File: config.mk
export PLATFORM = sky130hd
export DESIGN_NAME = i2c_master_bit_engine_flat
export DESIGN_NICKNAME = d
export VERILOG_FILES = /design/src/design/i2cm_pkg.sv /design/src/design/i2cm_ifs.sv /design/src/design/i2cm_core.sv /design/src/design/i2cm_out_buf.sv /design/src/design/i2c_master_bit_engine.sv /design/src/flat_wrapper.sv
export SDC_FILE = /design/constraint.sdc
export NUM_CORES = 1
export LEC_CHECK = 0
export ABC_AREA = 1
export BUFFER_PORTS_ARGS = -buffer_cell sky130_fd_sc_hd__buf_2
export CAP_MARGIN = 30
export CORE_ASPECT_RATIO = 1.25
export CORE_MARGIN = 1.5
export CORE_UTILIZATION = 44
export CTS_CLUSTER_SIZE = 12
export DETAILED_ROUTE_END_ITERATION = 16
export GPL_TIMING_DRIVEN = 0
export PLACE_DENSITY = 0.71
export REMOVE_ABC_BUFFERS = 1
export SYNTH_ARGS = -nofsm -noshare
export SYNTH_HDL_FRONTEND = slang
export SYNTH_SLANG_ARGS = --single-unit
File: constraint.sdc
create_clock -name clk -period 2.9 [get_ports clk]
set_clock_uncertainty 0.1 [all_clocks]
set_input_delay 0.58 -clock clk [delete_from_list [all_inputs] [get_ports clk]]
set_output_delay 0.58 -clock clk [all_outputs]
set_load 0.02 [all_outputs]
File: src/design/i2cm_pkg.sv
// Package for the I2C master bit engine: command codes, sequence states,
// register defaults and the shared engine-state and result structs. No dependencies.
package i2cm_pkg;

	localparam int PHASE_W = 16;
	localparam int POLL_W  = 8;

	localparam logic [PHASE_W-1:0] PHASE_TICKS_RST = 16'd10;
	localparam logic [POLL_W-1:0]  ACK_TIMEOUT_RST = 8'd200;

	// configuration register indexes
	typedef enum logic {
		REG_PHASE_TICKS = 1'b0,
		REG_ACK_TIMEOUT = 1'b1
	} i2cm_reg_t;

	typedef enum logic [2:0] {
		MODE_TICK  = 3'd0,
		MODE_START = 3'd1,
		MODE_STOP  = 3'd2,
		MODE_WRITE = 3'd3,
		MODE_READ  = 3'd4,
		MODE_WACK  = 3'd5,
		MODE_ACK   = 3'd6,
		MODE_NACK  = 3'd7
	} i2cm_mode_t;

	typedef enum logic [3:0] {
		ST_IDLE    = 4'd0,
		ST_ST_A    = 4'd1,
		ST_ST_B    = 4'd2,
		ST_SP_A    = 4'd3,
		ST_SP_B    = 4'd4,
		ST_WR_H    = 4'd5,
		ST_WR_L    = 4'd6,
		ST_WR_N    = 4'd7,
		ST_RD_H    = 4'd8,
		ST_RD_N    = 4'd9,
		ST_WA_A    = 4'd10,
		ST_WA_B    = 4'd11,
		ST_WA_POLL = 4'd12,
		ST_WA_END  = 4'd13,
		ST_AK_A    = 4'd14,
		ST_AK_B    = 4'd15
	} i2cm_state_t;

	typedef struct packed {
		i2cm_state_t        seq;
		logic [PHASE_W-1:0] phase;
		logic [2:0]         bit_cnt;
		logic [7:0]         shift;
		logic [POLL_W-1:0]  poll;
		logic               scl;
		logic               sda;
		logic               drv;
		logic [7:0]         rx;
		logic               fail;
	} i2cm_eng_t;

	// one result transaction
	typedef struct packed {
		logic       scl_level;
		logic       sda_level;
		logic       sda_drive;
		logic       busy_res;
		logic       done_res;
		logic [7:0] rx_byte;
		logic       ack_fail;
	} i2cm_res_t;

endpackage

File: src/design/i2cm_ifs.sv
// Valid/ready channel interfaces for the I2C master bit engine.
// Depends on nothing; field widths follow the engine's item format.
interface i2cm_in_if;
	logic       valid;
	logic       ready;
	logic [2:0] mode;
	logic [7:0] tx_byte;
	logic       sda_in;

	modport source (output valid, output mode, output tx_byte, output sda_in, input ready);
	modport sink   (input valid, input mode, input tx_byte, input sda_in, output ready);
endinterface

interface i2cm_out_if;
	logic       valid;
	logic       ready;
	logic       scl_level;
	logic       sda_level;
	logic       sda_drive;
	logic       busy_res;
	logic       done_res;
	logic [7:0] rx_byte;
	logic       ack_fail;

	modport source (output valid, output scl_level, output sda_level, output sda_drive,
		output busy_res, output done_res, output rx_byte, output ack_fail, input ready);
	modport sink   (input valid, input scl_level, input sda_level, input sda_drive,
		input busy_res, input done_res, input rx_byte, input ack_fail, output ready);
endinterface

File: src/design/i2cm_core.sv
// Sequence engine: engine state registers and the per-tick next-state logic.
// Depends on i2cm_pkg.
module i2cm_core (
	input  logic                 clk,
	input  logic                 arst_n,
	input  logic                 acc,
	input  logic [2:0]           mode,
	input  logic [7:0]           tx_byte,
	input  logic                 sda_in,
	input  logic [15:0]          phase_ticks,
	input  logic [7:0]           ack_timeout,
	output i2cm_pkg::i2cm_res_t  res
);
	import i2cm_pkg::*;

	i2cm_eng_t          st_q;
	i2cm_eng_t          st_d;
	logic               done_c;
	logic [PHASE_W-1:0] pt_eff;
	logic [PHASE_W-1:0] pc_dec;
	logic [POLL_W-1:0]  poll_inc;
	i2cm_mode_t         md;

	assign pt_eff   = (phase_ticks == '0) ? PHASE_W'(1) : phase_ticks;
	assign pc_dec   = (st_q.phase != '0) ? st_q.phase - PHASE_W'(1) : '0;
	assign poll_inc = st_q.poll + POLL_W'(1);
	assign md       = i2cm_mode_t'(mode);

	always_comb begin
		st_d   = st_q;
		done_c = 1'b0;
		if (st_q.seq == ST_IDLE) begin
			case (md)
				MODE_START: begin
					st_d.drv = 1'b1; st_d.sda = 1'b1; st_d.scl = 1'b1;
					st_d.phase = pt_eff; st_d.seq = ST_ST_A;
				end
				MODE_STOP: begin
					st_d.drv = 1'b1; st_d.scl = 1'b0; st_d.sda = 1'b0;
					st_d.phase = pt_eff; st_d.seq = ST_SP_A;
				end
				MODE_WRITE: begin
					st_d.drv = 1'b1; st_d.scl = 1'b0;
					st_d.shift = tx_byte; st_d.bit_cnt = '0; st_d.sda = tx_byte[7];
					st_d.phase = pt_eff; st_d.seq = ST_WR_H;
				end
				MODE_READ: begin
					st_d.drv = 1'b0; st_d.scl = 1'b0;
					st_d.shift = '0; st_d.bit_cnt = '0;
					st_d.phase = pt_eff; st_d.seq = ST_RD_H;
				end
				MODE_WACK: begin
					st_d.drv = 1'b0; st_d.scl = 1'b1;
					st_d.phase = pt_eff; st_d.seq = ST_WA_A;
				end
				MODE_ACK, MODE_NACK: begin
					st_d.scl = 1'b0; st_d.drv = 1'b1;
					st_d.sda = (md == MODE_NACK);
					st_d.phase = pt_eff; st_d.seq = ST_AK_A;
				end
				default: ;
			endcase
		end else if (st_q.seq == ST_WA_POLL) begin
			if (!sda_in) begin
				st_d.scl = 1'b0; st_d.phase = pt_eff; st_d.seq = ST_WA_END;
			end else begin
				st_d.poll = poll_inc;
				// timeout (a wrapped count also fails): run the stop sequence
				if (poll_inc >= ack_timeout || poll_inc == '0) begin
					st_d.fail = 1'b1;
					st_d.drv = 1'b1; st_d.scl = 1'b0; st_d.sda = 1'b0;
					st_d.phase = pt_eff; st_d.seq = ST_SP_A;
				end
			end
		end else begin
			st_d.phase = pc_dec;
			if (pc_dec == '0) begin
				case (st_q.seq)
					ST_ST_A: begin
						st_d.sda = 1'b0; st_d.phase = pt_eff; st_d.seq = ST_ST_B;
					end
					ST_ST_B: begin
						st_d.scl = 1'b0; st_d.seq = ST_IDLE; done_c = 1'b1;
					end
					ST_SP_A: begin
						st_d.scl = 1'b1; st_d.sda = 1'b1;
						st_d.phase = pt_eff; st_d.seq = ST_SP_B;
					end
					ST_SP_B: begin
						st_d.seq = ST_IDLE; done_c = 1'b1;
					end
					ST_WR_H: begin
						st_d.scl = 1'b1; st_d.phase = pt_eff; st_d.seq = ST_WR_L;
					end
					ST_WR_L: begin
						st_d.scl = 1'b0; st_d.phase = pt_eff; st_d.seq = ST_WR_N;
					end
					ST_WR_N: begin
						if (st_q.bit_cnt == 3'd7) begin
							st_d.bit_cnt = '0; st_d.seq = ST_IDLE; done_c = 1'b1;
						end else begin
							st_d.bit_cnt = st_q.bit_cnt + 3'd1;
							st_d.shift = {st_q.shift[6:0], 1'b0};
							st_d.sda = st_q.shift[6];
							st_d.phase = pt_eff; st_d.seq = ST_WR_H;
						end
					end
					ST_RD_H: begin
						st_d.scl = 1'b1;
						st_d.shift = {st_q.shift[6:0], sda_in};
						st_d.phase = pt_eff; st_d.seq = ST_RD_N;
					end
					ST_RD_N: begin
						if (st_q.bit_cnt == 3'd7) begin
							st_d.bit_cnt = '0; st_d.rx = st_q.shift;
							st_d.seq = ST_IDLE; done_c = 1'b1;
						end else begin
							st_d.bit_cnt = st_q.bit_cnt + 3'd1;
							st_d.scl = 1'b0; st_d.phase = pt_eff; st_d.seq = ST_RD_H;
						end
					end
					ST_WA_A: begin
						st_d.sda = 1'b1; st_d.phase = pt_eff; st_d.seq = ST_WA_B;
					end
					ST_WA_B: begin
						st_d.poll = '0; st_d.seq = ST_WA_POLL;
					end
					ST_WA_END: begin
						st_d.fail = 1'b0; st_d.seq = ST_IDLE; done_c = 1'b1;
					end
					ST_AK_A: begin
						st_d.scl = 1'b1; st_d.phase = pt_eff; st_d.seq = ST_AK_B;
					end
					ST_AK_B: begin
						st_d.scl = 1'b0; st_d.seq = ST_IDLE; done_c = 1'b1;
					end
					default: st_d.seq = ST_IDLE;
				endcase
			end
		end
	end

	always_ff @(posedge clk or negedge arst_n) begin
		if (!arst_n) begin
			// idle, counters clear, SCL/SDA high and driven
			st_q <= '{seq: ST_IDLE, phase: '0, bit_cnt: '0, shift: '0, poll: '0,
				scl: 1'b1, sda: 1'b1, drv: 1'b1, rx: '0, fail: 1'b0};
		end else if (acc) begin
			st_q <= st_d;
		end
	end

	always_comb begin
		res.scl_level = st_d.scl;
		res.sda_level = st_d.sda;
		res.sda_drive = st_d.drv;
		res.busy_res  = (st_d.seq != ST_IDLE);
		res.done_res  = done_c;
		res.rx_byte   = st_d.rx;
		res.ack_fail  = st_d.fail;
	end

	// a completed sequence always returns to idle
	a_done_idle: assert property (@(posedge clk) disable iff (!arst_n)
		(acc && done_c) |=> (st_q.seq == ST_IDLE))
		else $error("done without return to idle");

	// SDA is released for the whole ack poll
	a_poll_released: assert property (@(posedge clk) disable iff (!arst_n)
		(st_q.seq == ST_WA_POLL) |-> !st_q.drv)
		else $error("SDA driven during ack poll");

endmodule

File: src/design/i2cm_out_buf.sv
// Two-entry result buffer (output register plus skid) for the bit engine.
// Depends on i2cm_pkg and i2cm_ifs.
module i2cm_out_buf (
	input  logic                clk,
	input  logic                arst_n,
	input  logic                push,
	input  i2cm_pkg::i2cm_res_t push_data,
	output logic                full,
	i2cm_out_if.source          out_ch
);
	import i2cm_pkg::*;

	i2cm_res_t out_q;
	i2cm_res_t skid_q;
	logic      out_vld_q;
	logic      skid_vld_q;
	logic      pop;

	assign full = skid_vld_q;
	assign pop  = out_vld_q && out_ch.ready;

	always_ff @(posedge clk or negedge arst_n) begin
		if (!arst_n) begin
			out_vld_q  <= 1'b0;
			skid_vld_q <= 1'b0;
		end else if (!out_vld_q || pop) begin
			if (skid_vld_q) begin
				out_vld_q  <= 1'b1;
				skid_vld_q <= push;
			end else begin
				out_vld_q  <= push;
			end
		end else if (push) begin
			skid_vld_q <= 1'b1;
		end
	end

	always_ff @(posedge clk) begin
		if (!out_vld_q || pop) begin
			if (skid_vld_q) begin
				out_q <= skid_q;
				if (push) skid_q <= push_data;
			end else if (push) begin
				out_q <= push_data;
			end
		end else if (push) begin
			skid_q <= push_data;
		end
	end

	assign out_ch.valid     = out_vld_q;
	assign out_ch.scl_level = out_q.scl_level;
	assign out_ch.sda_level = out_q.sda_level;
	assign out_ch.sda_drive = out_q.sda_drive;
	assign out_ch.busy_res  = out_q.busy_res;
	assign out_ch.done_res  = out_q.done_res;
	assign out_ch.rx_byte   = out_q.rx_byte;
	assign out_ch.ack_fail  = out_q.ack_fail;

	a_skid_order: assert property (@(posedge clk) disable iff (!arst_n)
		skid_vld_q |-> out_vld_q)
		else $error("skid entry without head entry");

	a_stall_capture: assert property (@(posedge clk) disable iff (!arst_n)
		(out_vld_q && !out_ch.ready && push) |=> skid_vld_q)
		else $error("result dropped while output stalled");

endmodule

File: src/design/i2c_master_bit_engine.sv
// Top level of the I2C master bit engine: config registers, sequence core
// and result buffer. Depends on i2cm_pkg, i2cm_ifs, i2cm_core, i2cm_out_buf.
//
//  channel  | dir | handshake        | payload
//  ---------+-----+------------------+----------------------------------------------
//  in_ch    | in  | valid/ready      | mode[2:0], tx_byte[7:0], sda_in
//  out_ch   | out | valid/ready      | scl_level, sda_level, sda_drive, busy_res,
//           |     |                  | done_res, rx_byte[7:0], ack_fail
//  cfg      | in  | cfg_we           | cfg_index (0 phase_ticks, 1 ack_timeout), cfg_wdata
//
// Each input transaction is one engine tick; one transaction per clock while in_ch.ready is
// high, and the result is registered into the output buffer on the accepting edge. The engine
// state updates on the same edge, so only the two-entry output buffer holds acceptance back.
// Reset (arst_n low) returns the engine to idle with SCL/SDA high and driven, and the
// config registers to phase_ticks 10, ack_timeout 200.
// A stalled output holds up to two results; in_ch.ready drops only when both are full.
module i2c_master_bit_engine (
	input  logic        clk,
	input  logic        arst_n,
	input  logic        cfg_we,
	input  logic        cfg_index,
	input  logic [15:0] cfg_wdata,
	i2cm_in_if.sink     in_ch,
	i2cm_out_if.source  out_ch
);
	import i2cm_pkg::*;

	logic [PHASE_W-1:0] phase_ticks_q;
	logic [POLL_W-1:0]  ack_timeout_q;
	logic               acc;
	logic               buf_full;
	i2cm_res_t          res;

	// config registers, to be written only while the engine is idle; the block itself does not enforce it
	always_ff @(posedge clk or negedge arst_n) begin
		if (!arst_n) begin
			phase_ticks_q <= PHASE_TICKS_RST;
			ack_timeout_q <= ACK_TIMEOUT_RST;
		end else if (cfg_we) begin
			case (i2cm_reg_t'(cfg_index))
				REG_PHASE_TICKS: phase_ticks_q <= cfg_wdata;
				REG_ACK_TIMEOUT: ack_timeout_q <= cfg_wdata[POLL_W-1:0];
				default: ;
			endcase
		end
	end

	assign in_ch.ready = !buf_full;
	assign acc         = in_ch.valid && !buf_full;

	i2cm_core u_core (
		.clk         (clk),
		.arst_n      (arst_n),
		.acc         (acc),
		.mode        (in_ch.mode),
		.tx_byte     (in_ch.tx_byte),
		.sda_in      (in_ch.sda_in),
		.phase_ticks (phase_ticks_q),
		.ack_timeout (ack_timeout_q),
		.res         (res)
	);

	i2cm_out_buf u_out_buf (
		.clk       (clk),
		.arst_n    (arst_n),
		.push      (acc),
		.push_data (res),
		.full      (buf_full),
		.out_ch    (out_ch)
	);

endmodule

File: src/flat_wrapper.sv
// flat-port wrapper written by rule: the top's interface ports become plain ports
module i2c_master_bit_engine_flat import i2cm_pkg::*;
  (clk, arst_n, cfg_we, cfg_index, cfg_wdata, in_ch_valid, in_ch_mode, in_ch_tx_byte, in_ch_sda_in, in_ch_ready, out_ch_valid, out_ch_scl_level, out_ch_sda_level, out_ch_sda_drive, out_ch_busy_res, out_ch_done_res, out_ch_rx_byte, out_ch_ack_fail, out_ch_ready);
  i2cm_in_if in_ch_i ();
  i2cm_out_if out_ch_i ();
  input  logic clk;
  input  logic arst_n;
  input  logic cfg_we;
  input  logic cfg_index;
  input  logic [15:0] cfg_wdata;
  input wire logic [$bits(in_ch_i.valid)-1:0] in_ch_valid;
  input wire logic [$bits(in_ch_i.mode)-1:0] in_ch_mode;
  input wire logic [$bits(in_ch_i.tx_byte)-1:0] in_ch_tx_byte;
  input wire logic [$bits(in_ch_i.sda_in)-1:0] in_ch_sda_in;
  output wire logic [$bits(in_ch_i.ready)-1:0] in_ch_ready;
  output wire logic [$bits(out_ch_i.valid)-1:0] out_ch_valid;
  output wire logic [$bits(out_ch_i.scl_level)-1:0] out_ch_scl_level;
  output wire logic [$bits(out_ch_i.sda_level)-1:0] out_ch_sda_level;
  output wire logic [$bits(out_ch_i.sda_drive)-1:0] out_ch_sda_drive;
  output wire logic [$bits(out_ch_i.busy_res)-1:0] out_ch_busy_res;
  output wire logic [$bits(out_ch_i.done_res)-1:0] out_ch_done_res;
  output wire logic [$bits(out_ch_i.rx_byte)-1:0] out_ch_rx_byte;
  output wire logic [$bits(out_ch_i.ack_fail)-1:0] out_ch_ack_fail;
  input wire logic [$bits(out_ch_i.ready)-1:0] out_ch_ready;
  assign in_ch_i.valid = in_ch_valid;
  assign in_ch_i.mode = in_ch_mode;
  assign in_ch_i.tx_byte = in_ch_tx_byte;
  assign in_ch_i.sda_in = in_ch_sda_in;
  assign in_ch_ready = in_ch_i.ready;
  assign out_ch_valid = out_ch_i.valid;
  assign out_ch_scl_level = out_ch_i.scl_level;
  assign out_ch_sda_level = out_ch_i.sda_level;
  assign out_ch_sda_drive = out_ch_i.sda_drive;
  assign out_ch_busy_res = out_ch_i.busy_res;
  assign out_ch_done_res = out_ch_i.done_res;
  assign out_ch_rx_byte = out_ch_i.rx_byte;
  assign out_ch_ack_fail = out_ch_i.ack_fail;
  assign out_ch_i.ready = out_ch_ready;
  i2c_master_bit_engine u_core (.clk(clk), .arst_n(arst_n), .cfg_we(cfg_we), .cfg_index(cfg_index), .cfg_wdata(cfg_wdata), .in_ch(in_ch_i), .out_ch(out_ch_i));
endmodule
### Word-level counts from Yosys, hierarchy flattened

Index checks and enable logic that the tools add are counted.

| operators by class | value |
|---|---|
| mux-type cells | 58 |
| add/subtract/negate cells | 3 |
| bitwise logic cells | 2 |
| equality and inequality tests | 30 |
| reductions and logical operators | 37 |
| $lt $le $gt $ge | 1 |

Operators with widths:

| cell | count |
|---|---|
| $pmux 20 s6 | 1 |
| $mux 14 | 5 |
| $mux 20 | 3 |
| $mux 16 | 3 |
| $mux 8 | 6 |
| $mux 41 | 1 |
| $pmux 4 s10 | 1 |
| $eq 4x4->1 const B | 8 |
| $logic_not 16->1 | 2 |
| $pmux 16 s2 | 1 |
| $mux 31 | 1 |
| $pmux 11 s2 | 1 |
| $mux 3 | 6 |
| $mux 9 | 2 |
| $eq 4x3->1 const B | 4 |
| $mux 1 | 16 |
| $pmux 8 s2 | 1 |
| $reduce_bool 16->1 | 1 |
| $sub 16x1->16 const B | 1 |
| $eq 3x3->1 const B | 5 |
| $reduce_bool 2->1 | 6 |
| $mux 11 | 1 |
| $mux 10 | 1 |
| $reduce_and 5->1 | 2 |
| other kinds (33) | 52 |

| word-level totals | value |
|---|---|
| input port bits | 34 |
| logic and storage cells | 159 |
| register bits after elaboration | 105 |
| output and inout bits | 16 |

### Longest topological paths before layout

| depth | value |
|---|---|
| depth after elaboration | 11 |
| mapped depth | 21 |
| mapped depth without buffers | 21 |

### Modules after synthesis

A second synthesis with hierarchy kept.

| unflattened totals | value |
|---|---|
| cells, all modules | 1003 |
| area total of the unflattened synthesis | 7146.9 sq um |

Modules (own cells, without submodules):

| module | cells each | times used | area an instance (sq um) | seq. area each (sq um) |
|---|---|---|---|---|
| i2cm_core | 808 | 1 | 4918.5 | 1280.0 |
| i2cm_out_buf | 87 | 1 | 1146.1 | 890.9 |
| i2c_master_bit_engine | 108 | 1 | 1082.3 | 606.8 |

### Worst setup path before layout

No wires, ideal clock.

| path | value |
|---|---|
| kind | flip-flop to flip-flop |
| start | register u_core.u_core.st_q[12] (netlist bit) |
| end | register u_core.u_out_buf.out_q, in the netlist u_core.u_out_buf.out_ch.busy_res, data pin |
| path buffers | 0 |
| path slack | 0.178 ns |
| setup time | 0.253 ns |
| arrival time | 2.369 ns |
| data required time | 2.547 ns |
| period minus slack after synthesis | 2.722 ns |
| cell stages (with the launch flop) | 21 |
| path through | dfrtp_1 > ha_1 > nand2_1 > inv_1 > or2_2 > inv_1 > ha_1 > nand2_1 > o21ai_0 > nand2_1 > nand2_1 > nor2_1 > nand2_1 > inv_1 > nor2_1 > nor2_1 > nand3_1 > nor2_1 > nand3_1 > nand2_1 > nand2_1 |

RTL lines:

| what | line | source |
|---|---|---|
| start: declaration | i2cm_core.sv:16 | `i2cm_eng_t st_q;` |
| start signal: assignment | i2cm_core.sv:146 | `st_q <= '{seq: ST_IDLE, phase: '0, bit_cnt: '0, shift: '0, poll: '0,` |
| start signal: assignment | i2cm_core.sv:149 | `st_q <= st_d;` |
| end signal: assignment | i2cm_out_buf.sv:41 | `out_q <= skid_q;` |
| end signal: assignment | i2cm_out_buf.sv:44 | `out_q <= push_data;` |
| end: declaration | i2cm_out_buf.sv:13 | `i2cm_res_t out_q;` |

==> results.toml <==
[clocking]
clk_latency_ns = 0.35
cts_tree = "done"
cts.sinks = 105
path_clk_slew_ns = 0.08
ctsHtreeMaxLevel = 3
cts_buffers = 9
clockBufferDepth = 2
root_buffer = "clkbuf_16"
cts_hold_buffers = 0

[die]
start_util_pct = 45.4
num_io_pins = 50
core_area_um2 = 13900
fp.dieW_um = 110
die_h_um = 137
num_rows = 48
die-area_um2 = 15100

[critical_path]
crit_fanout = 5
worstSetupEndpointType = "flip-flop"
crit_top_cell = "nand2_1"
cp_num_cells = 20
crit_type = "reg2reg"
crit_family = "simple AND/OR/NAND/NOR gates"
r2r_slack_ns = -0.04
rr_worst_depth = 20
cpPeakStageDelay_ns = 0.45
critPathLaunch = "u_core.u_core.st_q[12]"
crit_chain = "ha_4, nand2_4, nor2_4, nand2_1, nand2_1, nand2_2, ha_4, nand2_2, nor2_2, nor3_2, nand2_2, nor2_4, buf_6, nand4_1, nand2_1, nand4_1, nor2_1, nand3_1, nand2_1, nand2_1"
crit_buf_inv = 1
worst_setup_path_start_kind = "flip-flop"
endpoint = "u_core.u_out_buf.out_ch.busy_res"
timing.rr.end = "u_core.u_out_buf.out_ch.busy_res"
cp.required_ns = 2.90
r2r-start = "u_core.u_core.st_q[12]"
arrival_ns = 2.94
cpMaxStageDelayCell = "dfrtp_2"

[global_routing]
track_usage_pct = 22.1
gr-total-overflow = 0
grt_max_degree = 56
grt_pass1_wl_um = 26000
first_global_vias = 5283
antenna_found_initial = 0

[power_and_ir_drop]
finalPower_mw = 6.37
ir_drop_mv = 0.345
power_density_nw_per_um2 = 803
leakage_nw = 3.74

[detailed_routing]
drc_errors = 0
via_per_inst = 5.38
ant_nets = 0
drt-initial-drc-count = 450
routedWlPerCell_um = 14.9
via_count = 6019
drt-total-wl_um = 16700
first_pass_iters = 7

[outcome]
status = "finished with violations"
violations = "setup timing"

[timing]
hold_viol = 0
fmax_mhz = 341
period_minus_slack_ns = 2.94
worst_pin_slew_ns = 0.812
slew_headroom_pct = 45.7
finalSetupViolCount = 2
finalWorstSetupSlack_ns = -0.0364
slew_viol_final = 0
post-route-period-util_pct = 101
finalSetupTns_ns = -0.0696
grt_setup_unrepaired = "yes"

[layout]
antenna_cells = 0
seq_area_um2 = 2790
final_cell_area_um2 = 7930
finalNetCount = 987
utilization_pct = 56.9
multi_input_area_um2 = 3450
area_delta_synth_final_pct = 25.3
fillers = 1272
layout-drive-gt1-share_pct = 29.9

[synth]
ys.flop_type = "dfrtp_1"
seq_area_frac_synth_pct = 43.9
yosysTopAreaCell = "dfrtp_1"
ys_types = 46
synth-edff-count = 28
async_flop_share_pct = 73.3
syn_area_um2 = 6330
syn_inst = 842
yosysWarnings = 0
yosysTopAreaCellShare_pct = 27.3
ys_top_cells_by_area = "dfrtp_1, nand2_1, edfxtp_1"
synth_area_per_cell_um2 = 7.52
synth-seq-cells = 105

[placed_design]
post_dp_cell_area_um2 = 6740
hpwlAfterDp_um = 11200
port_buffers = 49
gp_congestion = 0.968

[flow_run]
drv_cap = 0

[worst_hold_path]
min_path_type = "in2async"
## per-layer routing
metal  global-route usage (%)  up-vias  part of all wire (%)
met2                     38.6      232                    51
li1                         -     2940                     -
met5                        0        -                     0
met4                     7.41        0                   2.5
met3                     2.10       43                   4.6
met1                     28.3     2804                    42
## worst min-delay path by stage
stage                                     to  slack [ns]  depth (start not counted)
finish              u_core.phase_ticks_q[13]        0.03                          1
global route        u_core.phase_ticks_q[13]        0.04                          1
CTS                 u_core.phase_ticks_q[13]        0.04                          1
detailed placement     u_core.u_core.st_q[9]        0.36                          2
global placement       u_core.u_core.st_q[9]        0.36                          2
floorplan            u_core.ack_timeout_q[0]        0.18                          0
## synthesized netlist by cell type, types with 5 or more instances
library cell	number
a21oi_1	37
a21oi_2	9
a22o_1	7
buf_2	7
clkbuf_1	10
dfrtp_1	69
dfstp_2	8
edfxtp_1	28
ha_1	14
inv_1	104
nand2_1	247
nand2_2	5
nand3_1	44
nand4_1	13
nor2_1	101
nor2_2	12
nor2_4	7
nor3_1	11
nor4_1	5
o21ai_0	46
o21ai_1	5
o21ai_2	8
## per-stage QoR
step	instances	hold WS, ns	worst slack, ns
after global placement	1046	0.358	-0.706
after detailed placement	1050	0.359	-0.712
final	1119	0.0257	-0.0364
after floorplan	822	0.184	0.112
after CTS	1087	0.0359	-0.0171
after global routing	1119	0.0449	-0.232
## cells by family after synthesis
| group | Yosys count | synth area share [%] |
|---|---|---|
| AOI/OAI and AO/OA | 136 | 13.2 |
| xor gates and xnor gates | 2 | 0.277 |
| adders and majority gates | 14 | 2.77 |
| buffers and inverters | 129 | 8.16 |
| DFF | 105 | 43.9 |
| muxes | 2 | 0.356 |
| and+or+nand+nor | 454 | 31.3 |
## sequential cells by signal (all words and copies together) (netlist names)
register,count
u_core.phase_ticks_q,16
u_core.ack_timeout_q,8
u_core.u_core.st_q,51
u_core.u_out_buf.full,1
u_core.u_out_buf.out_ch.sda_drive,1
u_core.u_out_buf.out_ch.valid,1
u_core.u_out_buf.out_ch.scl_level,1
u_core.u_out_buf.out_ch.rx_byte,8
u_core.u_out_buf.out_ch.ack_fail,1
u_core.u_out_buf.out_ch.busy_res,1
u_core.u_out_buf.out_ch.done_res,1
u_core.u_out_buf.out_ch.sda_level,1
u_core.u_out_buf.skid_q,14
## worst register-to-register path, cell delays in order, from the launching register on
cell and delay (ns):
dfrtp_2 0.45, ha_4 0.18, nand2_4 0.07, nor2_4 0.13
nand2_1 0.06, nand2_1 0.07, nand2_2 0.07, ha_4 0.22
nand2_2 0.06, nor2_2 0.04, nor3_2 0.19, nand2_2 0.09
nor2_4 0.15, buf_6 0.12, nand4_1 0.08, nand2_1 0.12
nand4_1 0.13, nor2_1 0.11, nand3_1 0.10, nand2_1 0.07
nand2_1 0.07
## what timing repair did
item,CTS,global route
gates resized for setup,42,88
cloned,0,1
buffers inserted,21,32
pin swaps,19,43
setup endpoints to repair,76,71
## placed cells by master, fill, tap and decap left out, types with 15 or more instances in the layout
| master | count |
|---|---|
| inv_1 | 93 |
| buf_4 | 48 |
| nor2_2 | 22 |
| o21ai_0 | 44 |
| dfrtp_1 | 61 |
| buf_2 | 48 |
| nand3_1 | 36 |
| nor2_4 | 15 |
| nor2_1 | 83 |
| nand2_2 | 19 |
| nand2_1 | 227 |
| edfxtp_1 | 28 |
| a21oi_1 | 23 |
| a21oi_2 | 23 |
## final cells by class
cell class / count / share of cell area, %
well taps: 175 / 2.76
flip-flops and latches: 105 / 35.2
clock inverters: 6 / 0.710
multi-input cells: 608 / 43.5
clock buffers: 10 / 2.89
repair buffers: 106 / 9.55
inverters: 109 / 5.40
## power breakdown
part           total [mW]  switching [mW]  internal (mW)
Combinational        2.92            1.83           1.09
Clock                1.19           0.591          0.604
Sequential           2.25           0.370           1.88
Total                6.37            2.79           3.57
No activity file was read; power rests on OpenSTA's default activity.
